$ cat src/hw/rtl/sdq_pkg.sv
// shared types and codes for the sorted deque
package sdq_pkg;

   localparam logic [2:0] OP_PUSH_BACK  = 3'd0;
   localparam logic [2:0] OP_PUSH_FRONT = 3'd1;
   localparam logic [2:0] OP_POP_FRONT  = 3'd2;
   localparam logic [2:0] OP_POP_BACK   = 3'd3;
   localparam logic [2:0] OP_SORT       = 3'd4;
   localparam logic [2:0] OP_CLEAR      = 3'd5;

   localparam logic [1:0] ST_OK    = 2'd0;
   localparam logic [1:0] ST_EMPTY = 2'd1;
   localparam logic [1:0] ST_FULL  = 2'd2;

   typedef struct packed {
      logic [2:0]         op;
      logic signed [31:0] value;
   } sdq_req_type;

   typedef struct packed {
      logic signed [31:0] popped;
      logic [6:0]         count;
      logic [1:0]         status;
   } sdq_rsp_type;

endpackage

$ cat src/hw/rtl/sorted_deque.sv
// sorted deque top level: circular word store in one memory plus a sort sequencer
//
// Requests: an operation word on req_word is taken at a rising edge where start
// is high and busy is low. Each request gives exactly one response word on
// rsp_word, valid for the single cycle in which rsp_strobe is high; the
// receiver cannot stall, so it must take it then.
// Push, pop, clear and unused codes: the request is held in S_EXEC and its
// response is registered from there; busy drops with it, one request at a time.
// The pop read is issued in the accepting cycle from the memory's one read port,
// and the data returns the next cycle.
// Sort: a stable insertion sort walked through the single memory port pair.
// Each word is read as the key in S_KEY; S_CMP compares it with earlier words,
// shifting larger ones up or writing the key, and S_PLACE writes it at the head.
// busy stays high for the whole walk.
// Reset (synchronous, active high) empties the queue and clears the front
// pointer; the word store itself keeps whatever it held and is never swept.
// DEPTH sets the number of stored words.
module sorted_deque #(
   parameter int DEPTH = 64
) (
   input  logic                clock,
   input  logic                reset,
   input  logic                start,
   output logic                busy,
   input  sdq_pkg::sdq_req_type req_word,
   output logic                rsp_strobe,
   output sdq_pkg::sdq_rsp_type rsp_word
);
   import sdq_pkg::*;

   localparam int IdxW = (DEPTH > 1) ? $clog2(DEPTH) : 1;
   localparam int CntW = $clog2(DEPTH + 1);

   localparam logic [2:0] S_IDLE  = 3'd0;
   localparam logic [2:0] S_EXEC  = 3'd1;
   localparam logic [2:0] S_KEY   = 3'd2;
   localparam logic [2:0] S_CMP   = 3'd3;
   localparam logic [2:0] S_PLACE = 3'd4;

   logic [2:0]         state_ff, state_in;
   logic [IdxW-1:0]    front_ff, front_in;
   logic [CntW-1:0]    occ_ff, occ_in;
   logic [CntW-1:0]    i_ff, i_in;
   logic [CntW-1:0]    j_ff, j_in;
   logic signed [31:0] key_ff, key_in;
   sdq_req_type        req_ff, req_in;
   sdq_rsp_type        rsp_ff, rsp_in;
   logic               rsp_strobe_ff, rsp_strobe_in;

   logic signed [31:0] store_mem [DEPTH];
   logic signed [31:0] rdata_ff;
   logic [IdxW-1:0]    raddr;
   logic [IdxW-1:0]    waddr;
   logic signed [31:0] wdata;
   logic               we;

   logic               full;
   logic               empty;
   logic               greater;
   logic [CntW-1:0]    i_next;

   // position k in queue order mapped onto the circular store
   function automatic logic [IdxW-1:0] slot(input logic [IdxW-1:0] front,
                                            input logic [CntW-1:0] k);
      logic [IdxW:0] s;
      s = {1'b0, front} + (IdxW+1)'(k);
      if (s >= (IdxW+1)'(DEPTH)) begin
         s = s - (IdxW+1)'(DEPTH);
      end
      return s[IdxW-1:0];
   endfunction

   assign full    = (occ_ff == CntW'(DEPTH));
   assign empty   = (occ_ff == '0);
   assign greater = (rdata_ff > key_ff);
   assign i_next  = i_ff + CntW'(1);

   always_comb begin
      state_in      = state_ff;
      front_in      = front_ff;
      occ_in        = occ_ff;
      i_in          = i_ff;
      j_in          = j_ff;
      key_in        = key_ff;
      req_in        = req_ff;
      rsp_in        = rsp_ff;
      rsp_strobe_in = 1'b0;
      raddr         = front_ff;
      waddr         = front_ff;
      wdata         = req_ff.value;
      we            = 1'b0;

      case (state_ff)
         S_IDLE: begin
            // start the pop read right away so the data is back next cycle
            if (req_word.op == OP_POP_BACK) begin
               raddr = slot(front_ff, occ_ff - CntW'(1));
            end
            if (start) begin
               req_in   = req_word;
               state_in = S_EXEC;
            end
         end
         S_EXEC: begin
            rsp_in.popped = '0;
            rsp_in.status = ST_OK;
            state_in      = S_IDLE;
            rsp_strobe_in = 1'b1;
            case (req_ff.op)
               OP_PUSH_BACK: begin
                  if (full) begin
                     rsp_in.status = ST_FULL;
                  end else begin
                     we     = 1'b1;
                     waddr  = slot(front_ff, occ_ff);
                     occ_in = occ_ff + CntW'(1);
                  end
               end
               OP_PUSH_FRONT: begin
                  if (full) begin
                     rsp_in.status = ST_FULL;
                  end else begin
                     front_in = (front_ff == '0) ? IdxW'(DEPTH - 1)
                                                 : front_ff - IdxW'(1);
                     we       = 1'b1;
                     waddr    = front_in;
                     occ_in   = occ_ff + CntW'(1);
                  end
               end
               OP_POP_FRONT: begin
                  if (empty) begin
                     rsp_in.status = ST_EMPTY;
                  end else begin
                     rsp_in.popped = rdata_ff;
                     front_in      = slot(front_ff, CntW'(1));
                     occ_in        = occ_ff - CntW'(1);
                  end
               end
               OP_POP_BACK: begin
                  if (empty) begin
                     rsp_in.status = ST_EMPTY;
                  end else begin
                     rsp_in.popped = rdata_ff;
                     occ_in        = occ_ff - CntW'(1);
                  end
               end
               OP_SORT: begin
                  if (occ_ff > CntW'(1)) begin
                     i_in          = CntW'(1);
                     raddr         = slot(front_ff, CntW'(1));
                     state_in      = S_KEY;
                     rsp_strobe_in = 1'b0;
                  end
               end
               OP_CLEAR: begin
                  occ_in   = '0;
                  front_in = '0;
               end
               default: begin
               end
            endcase
         end
         S_KEY: begin
            key_in   = rdata_ff;
            j_in     = i_ff;
            raddr    = slot(front_ff, i_ff - CntW'(1));
            state_in = S_CMP;
         end
         S_CMP: begin
            we    = 1'b1;
            waddr = slot(front_ff, j_ff);
            if (greater) begin
               // shift the larger word up one place
               wdata = rdata_ff;
               j_in  = j_ff - CntW'(1);
               if (j_ff == CntW'(1)) begin
                  state_in = S_PLACE;
               end else begin
                  raddr = slot(front_ff, j_ff - CntW'(2));
               end
            end else begin
               wdata = key_ff;
               i_in  = i_next;
               if (i_next < occ_ff) begin
                  raddr    = slot(front_ff, i_next);
                  state_in = S_KEY;
               end else begin
                  state_in      = S_IDLE;
                  rsp_strobe_in = 1'b1;
               end
            end
         end
         S_PLACE: begin
            // key goes to the head of the queue
            we    = 1'b1;
            waddr = front_ff;
            wdata = key_ff;
            i_in  = i_next;
            if (i_next < occ_ff) begin
               raddr    = slot(front_ff, i_next);
               state_in = S_KEY;
            end else begin
               state_in      = S_IDLE;
               rsp_strobe_in = 1'b1;
            end
         end
         default: begin
            state_in = S_IDLE;
         end
      endcase

      rsp_in.count = 7'(occ_in);
   end

   always_ff @(posedge clock) begin
      if (reset) begin
         state_ff      <= S_IDLE;
         front_ff      <= '0;
         occ_ff        <= '0;
         rsp_strobe_ff <= 1'b0;
      end else begin
         state_ff      <= state_in;
         front_ff      <= front_in;
         occ_ff        <= occ_in;
         rsp_strobe_ff <= rsp_strobe_in;
      end
   end

   always_ff @(posedge clock) begin
      i_ff   <= i_in;
      j_ff   <= j_in;
      key_ff <= key_in;
      req_ff <= req_in;
      rsp_ff <= rsp_in;
   end

   always_ff @(posedge clock) begin
      if (we) begin
         store_mem[waddr] <= wdata;
      end
      rdata_ff <= store_mem[raddr];
   end

   assign busy       = (state_ff != S_IDLE);
   assign rsp_strobe = rsp_strobe_ff;
   assign rsp_word   = rsp_ff;

endmodule

$ cat config.mk
export PLATFORM = sky130hd
export DESIGN_NAME = sorted_deque
export DESIGN_NICKNAME = d
export VERILOG_FILES = /design/src/hw/rtl/sdq_pkg.sv /design/src/hw/rtl/sorted_deque.sv
export SDC_FILE = /design/constraint.sdc
export NUM_CORES = 2
export LEC_CHECK = 0
export BUFFER_PORTS_ARGS = -buffer_cell sky130_fd_sc_hd__buf_2
export CELL_PAD_IN_SITES_DETAIL_PLACEMENT = 1
export CELL_PAD_IN_SITES_GLOBAL_PLACEMENT = 2
export CORE_MARGIN = 4
export CORE_UTILIZATION = 49
export CTS_CLUSTER_DIAMETER = 100
export DETAILED_ROUTE_END_ITERATION = 10
export PLACE_DENSITY_LB_ADDON = 0.1
export SYNTH_ARGS = -nofsm -noshare
export SYNTH_HDL_FRONTEND = slang
export SYNTH_SLANG_ARGS = --single-unit
export TNS_END_PERCENT = 1
$ cat constraint.sdc
create_clock -name clock -period 7.2 [get_ports clock]
set_clock_uncertainty 0.05 [all_clocks]
set_input_delay 1.44 -clock clock [delete_from_list [all_inputs] [get_ports clock]]
set_output_delay 1.44 -clock clock [all_outputs]
set_load 0.05 [all_outputs]
==> impl_metrics.json <==
{
  "max-clock-path-buffers": 3,
  "grt_overflow": 0,
  "cts_buffers": 225,
  "dp_hpwl_mm": 198,
  "cts_root_buf": "clkbuf_16",
  "final_cells": 9556,
  "yosysWarnings": 0,
  "synth.distinct_cells": 89,
  "cts_sinks": 2219,
  "slew_headroom_pct": 5.92,
  "hp-class": "register to register",
  "synth_top_area_cell": "edfxtp_1",
  "ys_ff_latch": 2219,
  "cp.required_ns": 7.97,
  "ioPinCount": 81,
  "ys_seq_area_share_pct": 73.0,
  "grt_max_degree": 97,
  "synthToLayoutAreaGrowth_pct": 13.9,
  "wire_per_inst_um": 33.8,
  "leakagePower_nw": 35.6,
  "portBuffers": 80,
  "synth_top_cell_area_share_pct": 71.7,
  "cp-start-kind": "register",
  "p_per_area_mw_per_mm2": 284,
  "synthTopCellsByArea": "edfxtp_1, nand2_1, nand3_1",
  "final_layout_size_suffix_gt1_share_pct": 12.8,
  "status": "completed",
  "start_util_pct": 49.3,
  "clock.fmax_mhz": 151,
  "clk_latency_ns": 0.88,
  "maxSlewViolCount": 0,
  "whs_ns": 0.452,
  "die_h_um": 438,
  "fin_nets": 7018,
  "rsz0062_at_grt": "no",
  "ant_nets": 0,
  "wirelength_mm": 323,
  "h-tree-depth": 4,
  "synth_nets": 6813,
  "worst_pin_slew_ns": 1.39,
  "vias": 61737,
  "synthArstFlopShare_pct": 0,
  "grt_usage_pct": 33.1,
  "synth_edf_count": 2163,
  "syn_area_per_cell_um2": 13.5,
  "clkTransAtPathRegs_ns": 0.06,
  "path_class": "register to register",
  "setup_tns_ns": 0,
  "vdd_drop_max_mv": 0.218,
  "syn_inst": 6684,
  "cts_tree": "yes",
  "antenna_found_initial": 24,
  "grt_first_pass_wirelength_mm": 456,
  "core_area_mm2": 0.183,
  "chipWidth_um": 438,
  "post_cts_resized": 0,
  "synthFlopType": "edfxtp_1",
  "critPathMaxFanout": 39,
  "critical_path_arrival_ns": 7.37,
  "vias_per_cell": 6.46,
  "hold_violations": 0,
  "drtIter0Drc": 8091,
  "die_area_mm2": 0.192,
  "period_needed_ns": 6.60,
  "grt_pass1_vias": 61713,
  "cp-end-kind": "register",
  "firstDrtPassIters": 10,
  "total_power_mw": 29.3,
  "fin_crit_sh_pct": 91.7,
  "maxCapViolCount": 0,
  "rrSetupSlack_ns": 0.60,
  "drc": 0,
  "rows": 157,
  "dp.cells": 9124,
  "setup_violations": 0,
  "place_congestion": 0.907,
  "netlist_area_mm2": 0.0905
}
## logic make-up (layout without fill, tap and decap cells)
logic type      count (synthesis)  count (layout)  synth area share, %
compound gates               1172            1172                 9.06
xor+xnor                       44              44                0.426
fa+ha+maj                      91              91                 1.31
buf+inv                       571             970                 2.77
flops                        2219            2219                 73.0
mux                            92              92                 1.19
other cells                     0               9                    0
simple gates                 2495            2495                 12.3
## cells in the mapped netlist (36+ instances only)
cell      instances
edfxtp_1       2163
nor2_1          173
nor3_1           36
a211oi_1        265
dfxtp_1          56
clkbuf_1        179
mux2i_1          69
a311oi_1        153
and3_1          273
buf_1            64
a31oi_1         227
nand3_1         429
ha_1             85
inv_1           115
o22ai_1          86
buf_2           186
o21ai_0          66
a21oi_1         187
nand2_1        1436
and2_1           38
## registers in the layout (all words and copies together), names as in the netlist
signal and cells:
state_ff 3, req_ff 35, front_ff 6, store_mem 2048, rsp_word 41, rdata_ff 32, occ_ff 7, rsp_strobe 1
j_ff 7, key_ff 32, i_ff 7
## worst paths after layout
| path | to | cells past startpoint | startpoint |
|---|---|---|---|
| max | rdata_ff[0]$_DFF_P_ | 16 | rdata_ff[14]$_DFF_P_ |
| min | key_ff[3]$_DFFE_PP_ | 0 | rdata_ff[3]$_DFF_P_ |
| max reg2reg | rdata_ff[0]$_DFF_P_ | 16 | rdata_ff[14]$_DFF_P_ |
| min reg2reg | key_ff[3]$_DFFE_PP_ | 0 | rdata_ff[3]$_DFF_P_ |
## cell type report
class / instances / area (um2)
fillers: 17764 / 80300
inverters: 117 / 442
repair buffers: 432 / 3720
flip-flops and latches: 2219 / 66100
well taps: 2464 / 3080
multi-input cells: 3894 / 22600
clock inverters: 131 / 1220
clock buffers: 290 / 5970
diodes: 9 / 22.5
## what timing repair did
action | CTS | global route
endpoints found under the setup margin | 0 | 2
setup buffers | 0 | 2
hold buffers | 0 | 0
## per-layer routing
metal	GRT usage (%)	vias to the layer above	part of all wire, %
met4	12.0	6	3.9
met3	6.10	576	9.6
met5	0	-	0.024
met1	46.3	32113	40
li1	-	25807	-
met2	52.3	3235	46
## power breakdown
part	internal, mW	switching (mW)	total (mW)
logic	0.821	2.36	3.19
clock network	6.49	5.06	11.5
registers	14.3	0.247	14.6
total	21.7	7.67	29.3
## worst max-delay path, stage by stage (launching register included)
cell,delay (ns)
dfxtp_1,0.69
ha_1,0.26
nand4_1,0.17
nor4_1,0.68
a21boi_0,0.23
and2_1,0.22
a2bb2o_1,0.32
nor2_4,0.32
a21o_4,0.25
and2_4,0.59
buf_4,0.56
nand2_1,0.11
a311oi_1,0.28
a311oi_1,0.14
o311ai_0,1.16
buf_4,0.29
o211a_1,0.14
## stage by stage
stage	setup slack (ns)	area, um2	utilization, %
2_1_floorplan	2.40	90500	-
6_report	0.599	103000	56.2
4_1_cts	0.483	103000	56.2
3_3_place_gp	0.644	95900	52.3
5_1_grt	0.205	103000	56.2
3_5_place_dp	0.601	95900	52.3
## placed cells by master, fill, tap and decap left out, types with 19 or more instances in the layout
cell type and n:
a211oi_1 265, a21o_1 19, a21oi_1 181, a222oi_1 34, a22oi_1 26, a311oi_1 153
a31oi_1 227, and2_1 37, and3_1 273, buf_12 54, buf_2 80, buf_4 298
clkbuf_1 58, clkbuf_16 227, clkinv_1 57, clkinv_2 43, dfxtp_1 56, edfxtp_1 2163
ha_1 85, inv_1 83, inv_2 31, mux2i_1 69, nand2_1 1436, nand3_1 429
nor2_1 104, nor2_4 66, nor2b_1 19, nor3_1 36, o21ai_0 66, o22ai_1 86
xnor2_1 28
(Power assumes the default switching activity.)
